[config.mk]
export PLATFORM = sky130hd
export DESIGN_NAME = retransmit_timer_table_core
export DESIGN_NICKNAME = d
export VERILOG_FILES = /design/src/sv/rtt_pkg.sv /design/src/sv/rtt_ram.sv /design/src/sv/retransmit_timer_table_core.sv
export SDC_FILE = /design/constraint.sdc
export NUM_CORES = 1
export LEC_CHECK = 0
export BUFFER_PORTS_ARGS = -buffer_cell sky130_fd_sc_hd__buf_4
export CORE_MARGIN = 3
export CORE_UTILIZATION = 60
export CTS_BUF_LIST = sky130_fd_sc_hd__clkbuf_4 sky130_fd_sc_hd__clkbuf_8
export CTS_CLUSTER_DIAMETER = 120
export DETAILED_ROUTE_END_ITERATION = 7
export GPL_TIMING_DRIVEN = 0
export PLACE_DENSITY = 0.77
export SYNTH_ARGS = -nofsm -noshare
export SYNTH_HDL_FRONTEND = slang
export SYNTH_SLANG_ARGS = --single-unit
[constraint.sdc]
create_clock -name clock -period 13.4 [get_ports clock]
set_clock_uncertainty 0.2 [all_clocks]
set_input_delay 4.02 -clock clock [delete_from_list [all_inputs] [get_ports clock]]
set_output_delay 4.02 -clock clock [all_outputs]
set_load 0.05 [all_outputs]
[src/sv/rtt_pkg.sv]
// ----------------------------------------------------------------------------
// rtt_pkg
// Shared types, sizes and codes of the retransmit timer table.
// ----------------------------------------------------------------------------
package rtt_pkg;

   // Table geometry and field widths.
   localparam int ENTRIES     = 16;
   localparam int KEY_BITS    = 32;
   localparam int HANDLE_BITS = 16;
   localparam int CFG_BITS    = 4;
   localparam int IDX_BITS    = (ENTRIES > 1) ? $clog2(ENTRIES) : 1;
   localparam int CNT_BITS    = $clog2(ENTRIES + 1);

   // Stream widths: key and handle travel in tdata, padded to whole bytes.
   localparam int DATA_BITS = ((KEY_BITS + HANDLE_BITS + 7) / 8) * 8;
   localparam int CMD_BITS  = 2;
   localparam int EV_BITS   = 3;

   // Register indexes of the configuration port.
   localparam int CSR_INDEX_BITS = 1;
   localparam logic [CSR_INDEX_BITS-1:0] CSR_RETRY_LIMIT = 1'd0;
   localparam logic [CSR_INDEX_BITS-1:0] CSR_WAIT_TICKS  = 1'd1;

   // Reset values of the configuration registers.
   localparam logic [CFG_BITS-1:0] RETRY_RESET = 4'd2;
   localparam logic [CFG_BITS-1:0] WAIT_RESET  = 4'd3;

   // Command codes.
   localparam logic [CMD_BITS-1:0] CMD_ADD  = 2'd0;
   localparam logic [CMD_BITS-1:0] CMD_ACK  = 2'd1;
   localparam logic [CMD_BITS-1:0] CMD_TICK = 2'd2;
   localparam logic [CMD_BITS-1:0] CMD_NONE = 2'd3;

   // Event codes of the result beats.
   localparam logic [EV_BITS-1:0] EV_ADDED   = 3'd0;
   localparam logic [EV_BITS-1:0] EV_FULL    = 3'd1;
   localparam logic [EV_BITS-1:0] EV_ACKED   = 3'd2;
   localparam logic [EV_BITS-1:0] EV_UNKNOWN = 3'd3;
   localparam logic [EV_BITS-1:0] EV_RESEND  = 3'd4;
   localparam logic [EV_BITS-1:0] EV_GIVEUP  = 3'd5;
   localparam logic [EV_BITS-1:0] EV_TICKEND = 3'd6;

   // One table entry as stored in the RAM.
   typedef struct packed {
      logic [CFG_BITS-1:0]    retries;
      logic [CFG_BITS-1:0]    wait_cnt;
      logic [HANDLE_BITS-1:0] handle;
      logic [KEY_BITS-1:0]    key;
   } entry_type;

   localparam int ENTRY_BITS = $bits(entry_type);

endpackage

[src/sv/rtt_ram.sv]
// ----------------------------------------------------------------------------
// rtt_ram
// Generic simple dual-port RAM: one write port, one read port with a
// registered read that updates only when a read is enabled.
// ----------------------------------------------------------------------------
module rtt_ram #(
   parameter int WIDTH = 8,
   parameter int DEPTH = 16
) (
   input  logic                                        clock,
   input  logic                                        wr_en,
   input  logic [((DEPTH > 1) ? $clog2(DEPTH) : 1)-1:0] wr_addr,
   input  logic [WIDTH-1:0]                            wr_data,
   input  logic                                        rd_en,
   input  logic [((DEPTH > 1) ? $clog2(DEPTH) : 1)-1:0] rd_addr,
   output logic [WIDTH-1:0]                            rd_data
);

   logic [WIDTH-1:0] mem_ff [DEPTH];

   // Write port.
   always_ff @(posedge clock) begin
      if (wr_en) begin
         mem_ff[wr_addr] <= wr_data;
      end
   end

   // Registered read port; the data holds while no read is issued.
   always_ff @(posedge clock) begin
      if (rd_en) begin
         rd_data <= mem_ff[rd_addr];
      end
   end

endmodule

[src/sv/retransmit_timer_table_core.sv]
// ----------------------------------------------------------------------------
// retransmit_timer_table_core
// Table of packets awaiting acknowledgment, kept oldest first in one RAM.
//
//   Channel  Direction  Handshake              Beat contents
//   req_     in         req_tvalid/req_tready  command, key, handle
//   rsp_     out        rsp_tvalid/rsp_tready  event, key, handle, last
//   csr_     in         csr_valid/csr_ready    register index, value
//
// An ack or a tick makes one pass over the stored entries at one entry per
// cycle through the RAM read port, while a tick's pass is not held. Entries
// behind a removed one are compacted toward the front during the same pass.
// A stalled result channel holds a tick's pass while a beat is waiting.
// Reset empties the table at once; the RAM itself is not cleared, since only
// entries below the count are read.
// ----------------------------------------------------------------------------
module retransmit_timer_table_core (
   input  logic                                  clock,
   input  logic                                  reset,
   // Input channel. tdata: key, handle (then zero fill). tuser: command.
   input  logic                                  req_tvalid,
   output logic                                  req_tready,
   input  logic [rtt_pkg::DATA_BITS-1:0]         req_tdata,
   input  logic [rtt_pkg::CMD_BITS-1:0]          req_tuser,
   // Result channel. tdata: key_res, handle_res (then zero fill).
   // tuser: event_res.
   output logic                                  rsp_tvalid,
   input  logic                                  rsp_tready,
   output logic [rtt_pkg::DATA_BITS-1:0]         rsp_tdata,
   output logic [rtt_pkg::EV_BITS-1:0]           rsp_tuser,
   output logic                                  rsp_tlast,
   // Configuration write channel.
   input  logic                                  csr_valid,
   output logic                                  csr_ready,
   input  logic [rtt_pkg::CSR_INDEX_BITS-1:0]    csr_index,
   input  logic [rtt_pkg::CFG_BITS-1:0]          csr_data
);

   typedef enum logic [3:0] {
      ST_IDLE = 4'b0001,
      ST_ADD  = 4'b0010,
      ST_SCAN = 4'b0100,
      ST_DONE = 4'b1000
   } state_type;

   // Control state.
   state_type                          state_ff, state_in;
   logic [rtt_pkg::CNT_BITS-1:0]       count_ff, count_in;
   logic [rtt_pkg::CNT_BITS-1:0]       rd_ptr_ff, rd_ptr_in;
   logic [rtt_pkg::CNT_BITS-1:0]       wr_ptr_ff, wr_ptr_in;
   logic                               have_ff, have_in;
   logic                               found_ff, found_in;
   logic [rtt_pkg::CFG_BITS-1:0]       retry_limit_ff;
   logic [rtt_pkg::CFG_BITS-1:0]       wait_ticks_ff;

   // Latched command and the entry matched by an ack.
   logic [rtt_pkg::CMD_BITS-1:0]       cmd_ff, cmd_in;
   logic [rtt_pkg::KEY_BITS-1:0]       key_ff, key_in;
   logic [rtt_pkg::HANDLE_BITS-1:0]    handle_ff, handle_in;
   logic [rtt_pkg::HANDLE_BITS-1:0]    match_handle_ff, match_handle_in;

   // Output register.
   logic                               rsp_valid_ff;
   logic [rtt_pkg::EV_BITS-1:0]        rsp_event_ff;
   logic [rtt_pkg::KEY_BITS-1:0]       rsp_key_ff;
   logic [rtt_pkg::HANDLE_BITS-1:0]    rsp_handle_ff;
   logic                               rsp_last_ff;

   // Beat produced this cycle.
   logic                               emit;
   logic [rtt_pkg::EV_BITS-1:0]        emit_event;
   logic [rtt_pkg::KEY_BITS-1:0]       emit_key;
   logic [rtt_pkg::HANDLE_BITS-1:0]    emit_handle;
   logic                               emit_last;

   // RAM ports.
   logic                               ram_we;
   logic [rtt_pkg::IDX_BITS-1:0]       ram_waddr;
   rtt_pkg::entry_type                 ram_wdata;
   logic                               ram_re;
   rtt_pkg::entry_type                 ram_rdata;

   logic                               req_accept;
   logic                               out_free;
   logic                               is_tick;
   logic                               proceed;
   logic                               rd_more;

   assign req_tready = (state_ff == ST_IDLE);
   assign req_accept = req_tvalid && req_tready;
   assign csr_ready  = 1'b1;
   assign out_free   = !rsp_valid_ff || rsp_tready;
   assign is_tick    = (cmd_ff == rtt_pkg::CMD_TICK);
   assign rd_more    = (rd_ptr_ff < count_ff);
   // A tick may emit a beat for every entry, so it waits for a free slot.
   assign proceed    = !have_ff || !is_tick || out_free;

   rtt_ram #(
      .WIDTH (rtt_pkg::ENTRY_BITS),
      .DEPTH (rtt_pkg::ENTRIES)
   ) u_ram (
      .clock   (clock),
      .wr_en   (ram_we),
      .wr_addr (ram_waddr),
      .wr_data (ram_wdata),
      .rd_en   (ram_re),
      .rd_addr (rd_ptr_ff[rtt_pkg::IDX_BITS-1:0]),
      .rd_data (ram_rdata)
   );

   // Sequencer: add, scan pass for ack and tick, and the closing beat.
   always_comb begin
      state_in        = state_ff;
      count_in        = count_ff;
      rd_ptr_in       = rd_ptr_ff;
      wr_ptr_in       = wr_ptr_ff;
      have_in         = have_ff;
      found_in        = found_ff;
      cmd_in          = cmd_ff;
      key_in          = key_ff;
      handle_in       = handle_ff;
      match_handle_in = match_handle_ff;
      ram_we          = 1'b0;
      ram_waddr       = wr_ptr_ff[rtt_pkg::IDX_BITS-1:0];
      ram_wdata       = ram_rdata;
      ram_re          = 1'b0;
      emit            = 1'b0;
      emit_event      = rtt_pkg::EV_TICKEND;
      emit_key        = '0;
      emit_handle     = '0;
      emit_last       = 1'b1;

      unique case (state_ff)
         ST_IDLE: begin
            if (req_accept) begin
               cmd_in    = req_tuser;
               key_in    = req_tdata[rtt_pkg::KEY_BITS-1:0];
               handle_in = req_tdata[rtt_pkg::KEY_BITS +: rtt_pkg::HANDLE_BITS];
               rd_ptr_in = '0;
               wr_ptr_in = '0;
               have_in   = 1'b0;
               found_in  = 1'b0;
               unique case (req_tuser) inside
                  rtt_pkg::CMD_ADD:                    state_in = ST_ADD;
                  rtt_pkg::CMD_ACK, rtt_pkg::CMD_TICK: state_in = ST_SCAN;
                  default:                             state_in = ST_IDLE;
               endcase
            end
         end

         ST_ADD: begin
            if (out_free) begin
               emit        = 1'b1;
               emit_key    = key_ff;
               emit_handle = handle_ff;
               if (count_ff == rtt_pkg::CNT_BITS'(rtt_pkg::ENTRIES)) begin
                  emit_event = rtt_pkg::EV_FULL;
               end else begin
                  emit_event         = rtt_pkg::EV_ADDED;
                  ram_we             = 1'b1;
                  ram_waddr          = count_ff[rtt_pkg::IDX_BITS-1:0];
                  ram_wdata.key      = key_ff;
                  ram_wdata.handle   = handle_ff;
                  ram_wdata.retries  = retry_limit_ff;
                  ram_wdata.wait_cnt = wait_ticks_ff;
                  count_in           = count_ff + rtt_pkg::CNT_BITS'(1);
               end
               state_in = ST_IDLE;
            end
         end

         ST_SCAN: begin
            if (proceed) begin
               // Work on the entry the RAM presented this cycle.
               if (have_ff) begin
                  if (is_tick) begin
                     if (ram_rdata.wait_cnt != '0) begin
                        ram_wdata.wait_cnt = ram_rdata.wait_cnt - rtt_pkg::CFG_BITS'(1);
                        ram_we             = 1'b1;
                        wr_ptr_in          = wr_ptr_ff + rtt_pkg::CNT_BITS'(1);
                     end else if (ram_rdata.retries != '0) begin
                        ram_wdata.retries  = ram_rdata.retries - rtt_pkg::CFG_BITS'(1);
                        ram_wdata.wait_cnt = wait_ticks_ff;
                        ram_we             = 1'b1;
                        wr_ptr_in          = wr_ptr_ff + rtt_pkg::CNT_BITS'(1);
                        emit               = 1'b1;
                        emit_event         = rtt_pkg::EV_RESEND;
                        emit_key           = ram_rdata.key;
                        emit_handle        = ram_rdata.handle;
                        emit_last          = 1'b0;
                     end else begin
                        emit        = 1'b1;
                        emit_event  = rtt_pkg::EV_GIVEUP;
                        emit_key    = ram_rdata.key;
                        emit_handle = ram_rdata.handle;
                        emit_last   = 1'b0;
                     end
                  end else if (!found_ff && (ram_rdata.key == key_ff)) begin
                     // Oldest matching entry is dropped from the table.
                     found_in        = 1'b1;
                     match_handle_in = ram_rdata.handle;
                  end else begin
                     ram_we    = 1'b1;
                     wr_ptr_in = wr_ptr_ff + rtt_pkg::CNT_BITS'(1);
                  end
               end
               // Fetch the next entry.
               if (rd_more) begin
                  ram_re    = 1'b1;
                  rd_ptr_in = rd_ptr_ff + rtt_pkg::CNT_BITS'(1);
                  have_in   = 1'b1;
               end else begin
                  have_in = 1'b0;
               end
            end
            if (!have_ff && !rd_more) begin
               state_in = ST_DONE;
            end
         end

         ST_DONE: begin
            if (out_free) begin
               emit     = 1'b1;
               count_in = wr_ptr_ff;
               state_in = ST_IDLE;
               if (!is_tick) begin
                  emit_key = key_ff;
                  if (found_ff) begin
                     emit_event  = rtt_pkg::EV_ACKED;
                     emit_handle = match_handle_ff;
                  end else begin
                     emit_event = rtt_pkg::EV_UNKNOWN;
                  end
               end
            end
         end

         default: begin
            state_in = ST_IDLE;
         end
      endcase
   end

   // Control registers.
   always_ff @(posedge clock) begin
      if (reset) begin
         state_ff  <= ST_IDLE;
         count_ff  <= '0;
         rd_ptr_ff <= '0;
         wr_ptr_ff <= '0;
         have_ff   <= 1'b0;
         found_ff  <= 1'b0;
      end else begin
         state_ff  <= state_in;
         count_ff  <= count_in;
         rd_ptr_ff <= rd_ptr_in;
         wr_ptr_ff <= wr_ptr_in;
         have_ff   <= have_in;
         found_ff  <= found_in;
      end
   end

   // Latched command fields.
   always_ff @(posedge clock) begin
      cmd_ff          <= cmd_in;
      key_ff          <= key_in;
      handle_ff       <= handle_in;
      match_handle_ff <= match_handle_in;
   end

   // Configuration registers.
   always_ff @(posedge clock) begin
      if (reset) begin
         retry_limit_ff <= rtt_pkg::RETRY_RESET;
         wait_ticks_ff  <= rtt_pkg::WAIT_RESET;
      end else if (csr_valid && csr_ready) begin
         unique case (csr_index)
            rtt_pkg::CSR_RETRY_LIMIT: retry_limit_ff <= csr_data;
            rtt_pkg::CSR_WAIT_TICKS:  wait_ticks_ff  <= csr_data;
            default: ;
         endcase
      end
   end

   // Output register; a beat is loaded only when the slot is free.
   always_ff @(posedge clock) begin
      if (reset) begin
         rsp_valid_ff <= 1'b0;
      end else if (emit) begin
         rsp_valid_ff <= 1'b1;
      end else if (rsp_tready) begin
         rsp_valid_ff <= 1'b0;
      end
   end

   always_ff @(posedge clock) begin
      if (emit) begin
         rsp_event_ff  <= emit_event;
         rsp_key_ff    <= emit_key;
         rsp_handle_ff <= emit_handle;
         rsp_last_ff   <= emit_last;
      end
   end

   assign rsp_tvalid = rsp_valid_ff;
   assign rsp_tuser  = rsp_event_ff;
   assign rsp_tlast  = rsp_last_ff;
   assign rsp_tdata  = rtt_pkg::DATA_BITS'({rsp_handle_ff, rsp_key_ff});

endmodule

Word-level counts from Yosys, hierarchy flattened
Memories as Yosys holds them, arrays and structs flattened. A register that Yosys moved wholly into a read port is not among the register bits.
Index checks and enable logic that the tools add are counted.
{ "totals": {"regBits": 148, "ramBits": 896, "in_bits": 60, "out_inout_bits": 55, "elab_cells": 170, "mem_count": 1} }
{ "memory_table": {"columns": ["name", "words", "width", "rd", "rd_clocked_by_memory_dff", "wr", "line_no", "text"], "rows": [
  ["u_ram.mem_ff", 16, 56, 1, 1, 1, "rtt_ram.sv:19", "logic [WIDTH-1:0] mem_ff [DEPTH];"]
]} }
{ "classes": {"addsub": 5, "order_cmp": 1, "n_eq_ne": 22, "n_mux": 92, "bitwise": 2, "reduce_logical": 30} }
{ "ops": {"columns": ["cell", "n"], "rows": [
  ["two-way mux 32 bit", 7],
  ["two-way mux 16 bit", 8],
  ["two-way mux 56 bit", 2],
  ["one-hot mux 32 bit (3 select lines)", 1],
  ["two-way mux 5 bit", 12],
  ["two-way mux 48 bit", 1],
  ["one-hot mux 16 bit (3 select lines)", 1],
  ["equality test 32 bit", 1],
  ["two-way mux 4 bit", 8],
  ["two-way mux 8 bit", 4],
  ["two-way mux 1 bit", 30],
  ["one-hot mux 5 bit (2 select lines)", 3],
  ["inequality test 2 bit (second input constant)", 9],
  ["one-hot mux 8 bit (2 select lines)", 1],
  ["adder 5 x 1 -> 5 bit (second input constant)", 3],
  ["one-hot mux 4 bit (3 select lines)", 1],
  ["AND reduction 4 bit", 3],
  ["AND reduction 6 bit", 2],
  ["two-way mux 3 bit", 3],
  ["one-hot mux 3 bit (3 select lines)", 1],
  ["two-way mux 2 bit", 4],
  ["one-hot mux 1 bit (2 select lines)", 4],
  ["nonzero test 4 bit", 2],
  ["subtractor 4 x 1 -> 4 bit (second input constant)", 2],
  ["other kinds (22)", 39]
]} }

Logic depth before layout (Yosys ltp)
{ "depth": {"ltp_word": 9, "ltp_mapped": 9, "ltp_nobuf": 8} }

Modules after synthesis
Synthesis repeated with hierarchy kept, for this count alone.
{ "hier_totals": {"hier_cells": 2127, "hier_area_um2": 42495.8} }
{ "modules_own_cells": {"columns": ["mod", "n_inst", "cells_each", "area_per_inst_um2", "seq_area_each_um2"], "rows": [
  ["rtt_ram", 1, 1445, 35238.8, 28587.4],
  ["retransmit_timer_table_core", 1, 682, 7257.0, 4144.0]
]} }

Worst setup path before layout
No wires, ideal clock.
{ "synth_path": {"path_type": "input port to flip-flop", "start": "input port rsp_tready", "end": "memory u_ram.mem_ff[1][0] (netlist bit), enable pin", "setup_time_ns": 0.539, "arrival_ns": 8.855, "required_ns": 12.661, "setup_slack_ns": 3.806, "stages": 8, "n_path_buf": 2, "path_cell_list": "nand2b_1 > clkbuf_1 > nand2_1 > nor2_1 > buf_4 > nor3b_1 > a31oi_1 > nor3_1"} }
{ "synth_via": {"elab_chain_len": 6, "word_cells_on_any_way": 9, "classes_between": "mux (7); reduce/logical (2)"} }
{ "synth_rtl": {"columns": ["item", "line_no", "text"], "rows": [
  ["start: declaration", "retransmit_timer_table_core.sv:28", "input logic rsp_tready,"],
  ["logical OR 1 bit (*)", "retransmit_timer_table_core.sv:92", "assign out_free = !rsp_valid_ff || rsp_tready;"],
  ["logical OR 1 bit", "retransmit_timer_table_core.sv:96", "assign proceed = !have_ff || !is_tick || out_free;"],
  ["two-way mux 1 bit", "retransmit_timer_table_core.sv:173", "if (proceed) begin"],
  ["one-hot mux 1 bit (2 select lines)", "retransmit_timer_table_core.sv:133", "unique case (state_ff)"],
  ["two-way mux 1 bit", "rtt_ram.sv:23", "if (wr_en) begin"],
  ["two-way mux 1 bit (not written as such)", "rtt_ram.sv:24", "mem_ff[wr_addr] <= wr_data;"],
  ["end: declaration", "rtt_ram.sv:19", null]
]} }
Mark *: on every way between the ends. The rest lies on a longest branch, timed or not.

Worst setup path after layout
{ "layout_path": {"start": "input port rsp_tready", "end": "memory u_ram.mem_ff[2][23] (netlist bit), enable pin"} }
Same word-level chain as after synthesis.

==> impl_metrics.tcl <==
set metrics [dict create \
    cts_post_setup_buffers_inserted 0 \
    drt-total-wl_um 107000 \
    max_cap_viol_count 0 \
    timing.final.ws_setup_ns 6.14 \
    setup_viol 0 \
    routed-wl-met3_um 12400 \
    endpoint_kind "register" \
    ys.warnings.count 0 \
    routedWlPerCell_um 31.3 \
    synth-seq-cells 1100 \
    cts-buffers-inserted 167 \
    routed_via_density 6.66 \
    sinks_on_the_clock_net 1100 \
    startpoint_type "input pin" \
    maximum_number_of_pins_on_one_net_before_global_route_repair 54 \
    layout_commonest_cell "sky130_fd_sc_hd__edfxtp_1" \
    vertical_die_dimension_um 272 \
    drt_first_pass_iters 6 \
    fmaxAchievable_mhz 138 \
    combinational_family_with_the_most_area_after_synthesis "multiplexers" \
    crit_path_cell_trace "buf_4 > nand2b_1 > clkbuf_1 > nand2_1 > nor2_1 > buf_2 > o22ai_1 > nor3_2 > buf_6 > buf_8 > buf_6 > buf_6 > buf_6 > buf_6" \
    synth_edf_count 1070 \
    slowest_cell_on_the_critical_path "sky130_fd_sc_hd__nor3_2" \
    floorplan.io_pins 115 \
    layout-area-overhead-vs-synth_pct 15.6 \
    setup.worst_path.class "input pin to register" \
    synth-compound-area-share 0.0260 \
    layout_common_cells "sky130_fd_sc_hd__edfxtp_1, sky130_fd_sc_hd__mux4_2, sky130_fd_sc_hd__nand2_1" \
    yosys.area_share.adder 0.00353 \
    dominant_cell_type_by_count_on_the_critical_path "sky130_fd_sc_hd__buf_6" \
    ys_async_sr_fraction 0 \
    drc_errors 0 \
    worst_path_fanout_max 10 \
    floorplan.core_area_um2 69400 \
    final-max-slew-violation-count 0 \
    run_status "completed" \
    post_synth_inst_count 2004 \
    first_pass_grt_wire_length_um 155000 \
    dp_hpwl_um 68400 \
    first_iter_violations 3208 \
    clock_tree.htree_level_count 4 \
    synth_top_flop_cell "sky130_fd_sc_hd__edfxtp_1" \
    n_fill_cell 4056 \
    finalNetCount 2428 \
    hold_class "register to register" \
    finalCriticalPeriod_ns 7.26 \
    synthDistinctLibCells 66 \
    initial_utilization 0.612 \
    total_power_mw 6.54 \
    antenna_violations_before_repair 3 \
    antenna_left 0 \
    clockRootBuffer "sky130_fd_sc_hd__clkbuf_8" \
    synth-seq-area-share 0.770 \
    fraction_of_final_layout_cells_sized_beyond_drive_strength_1 0.309 \
    clk_lat_worst_skew_ns 0.82 \
    wirelength_met1_um 38300 \
    topRoutingLayerUsed "met5" \
    power-per-cell-area_nw_per_um2 133 \
    max-slew-margin-rel 0.108 \
    crit_arrival_ns 7.57 \
    place.gp.congestion 0.925 \
    globalRouteTotalUtil 0.296 \
    irDropWorstVdd_mv 0.0918 \
    synth_simple_gate_area_frac 0.0303 \
    post_cts.resized_instances 0 \
    cts_max_path_buffers 3 \
    synth_area_um2 42500 \
    buffer_ports.inserted 112 \
    synthMuxAreaShare 0.150 \
    globalRoute.totalOverflow 0 \
    postSynthAreaPerCell_um2 21.2 \
    final_hold_slack_ns 0.262 \
    die_boundary_width_um 272 \
    timing_worst_slew_pin_value_ns 1.34 \
    tritoncts_clock_tree "built" \
    floorplan.rows 96 \
    dp_worst_setup_slack_ns 5.42 \
    first_global_vias 23200 \
    num_vias 22700 \
    fp.dieArea_um2 74100 \
    post_cts_hold_buffer_count 0 \
    grt_setup_unrepaired "no" \
    top_cell_family_by_delay_on_the_critical_path "buffers and inverters" \
    layout_worst_path_cycle_share 0.542 \
    hold_viol_final 0 \
    crit_path_max_incr_delay_ns 0.61 \
    synth.net_count 2076 \
    cp_data_required_time_ns 13.71 \
    worst_setup_hold_path_clk_slew_ns 0.06 \
    worst-path-buf-inv 9 \
    leakage_nw 15.8 \
    synth_xor_xnor_area_share 0.00700 \
    met2_wirelength_um 52200 \
]
[synth_stat cells (3+ instances only)]
cell type                  number  area share
sky130_fd_sc_hd__a21oi_1       21      0.0025
sky130_fd_sc_hd__a221o_1        4     0.00094
sky130_fd_sc_hd__a221oi_1       3     0.00062
sky130_fd_sc_hd__a222oi_1      16      0.0038
sky130_fd_sc_hd__a22o_1        33      0.0068
sky130_fd_sc_hd__a22oi_1        3     0.00053
sky130_fd_sc_hd__a31oi_1        9      0.0013
sky130_fd_sc_hd__a32oi_1        3     0.00062
sky130_fd_sc_hd__and3_1         4     0.00059
sky130_fd_sc_hd__buf_1         19      0.0017
sky130_fd_sc_hd__buf_2         19      0.0022
sky130_fd_sc_hd__clkbuf_1      59      0.0052
sky130_fd_sc_hd__dfxtp_1       30       0.014
sky130_fd_sc_hd__edfxtp_1    1070        0.76
sky130_fd_sc_hd__ha_1          12      0.0035
sky130_fd_sc_hd__inv_1         39      0.0034
sky130_fd_sc_hd__mux2i_1        4     0.00094
sky130_fd_sc_hd__mux4_2       280        0.15
sky130_fd_sc_hd__nand2_1      173       0.015
sky130_fd_sc_hd__nand2b_1       8      0.0012
sky130_fd_sc_hd__nand3_1       10      0.0012
sky130_fd_sc_hd__nand3b_1       5     0.00088
sky130_fd_sc_hd__nand4_1        4     0.00059
sky130_fd_sc_hd__nor2_1        42      0.0037
sky130_fd_sc_hd__nor2b_1        3     0.00044
sky130_fd_sc_hd__nor3_1         9      0.0011
sky130_fd_sc_hd__nor3b_1        4     0.00071
sky130_fd_sc_hd__nor4_1         6     0.00088
sky130_fd_sc_hd__o21a_1         3     0.00053
sky130_fd_sc_hd__o21ai_0       20      0.0024
sky130_fd_sc_hd__o22ai_1        3     0.00044
sky130_fd_sc_hd__o31ai_1        3     0.00053
sky130_fd_sc_hd__o32ai_1        4     0.00082
sky130_fd_sc_hd__or4_1          3     0.00053
sky130_fd_sc_hd__xnor2_1       20      0.0041
sky130_fd_sc_hd__xor2_1        14      0.0029
[registers in the layout, summed over array words and instances, names as in the netlist, 2 cells and up]
| register | flops |
|---|---|
| cmd_ff | 2 |
| count_ff | 5 |
| handle_ff | 16 |
| key_ff | 32 |
| match_handle_ff | 16 |
| rd_ptr_ff | 5 |
| retry_limit_ff | 4 |
| rsp_handle_ff | 16 |
| rsp_key_ff | 32 |
| rsp_tuser | 3 |
| state_ff | 4 |
| u_ram.mem_ff | 896 |
| u_ram.rd_data | 56 |
| wait_ticks_ff | 4 |
| wr_ptr_ff | 5 |
[logic make-up (layout without fill, tap and decap cells)]
family                   Yosys count  count (layout)
buffers and inverters            142             619
other                              1               2
AO/OA/AOI/OAI                    145             145
AND/OR/NAND/NOR                  285             285
XOR/XNOR                          34              34
multiplexers                     285             285
flip-flops                      1100            1100
adder cells (fa/ha/maj)           12              12
[per-stage QoR]
stage,util,instance area [um^2],std cells,TNS [ns]
after floorplan,-,42500,2004,0
after global placement,0.641,44500,3047,-483.02
after detailed placement,0.661,45900,3116,0
after CTS,0.708,49100,3410,0
after global routing,0.708,49100,3413,0
final,0.708,49100,3413,0
[power breakdown]
part | internal, mW | switching [mW]
combinational | 0.0263 | 0.0475
clock | 1.42 | 1.28
sequential | 3.75 | 0.0183
[final cells by class]
cell class                      count  area [um^2]  area share
Sequential cell                  1100        32700       0.666
Clock buffer                      221         2710      0.0552
Clock inverter                     73          536      0.0109
Buffer                            102          430     0.00876
Antenna cell                        1         2.50   0.0000509
Tap cell                          931         1160      0.0237
Inverter                           40          155     0.00316
Timing Repair Buffer              183         2080      0.0423
Multi-Input combinational cell    762         9330       0.190
[worst paths after layout]
kind	startpoint	to	slack, ns	cells after the start
max	rsp_tready	u_ram.mem_ff[2][23]	6.14	14
min reg2reg	wait_ticks_ff[1]	wait_ticks_ff[1]	0.26	1
max reg2reg	state_ff[3]	u_ram.mem_ff[2][23]	8.71	13
min	wait_ticks_ff[1]	wait_ticks_ff[1]	0.26	1
[metal layers]
layer / up-vias / track usage
li1: 9064 / -
met4: 2 / 0.121
met2: 1734 / 0.469
met5: - / 0
met1: 11600 / 0.405
met3: 293 / 0.0716
[worst register-to-register path: cells and delay by family (launching register included)]
kind / cells / cell delay, ns
AOI/OAI and AO/OA: 2 / 0.74
buffers and inverters: 8 / 1.58
DFF: 1 / 0.31
and+or+nand+nor: 3 / 1.56
No activity file was read; power rests on OpenSTA's default activity.
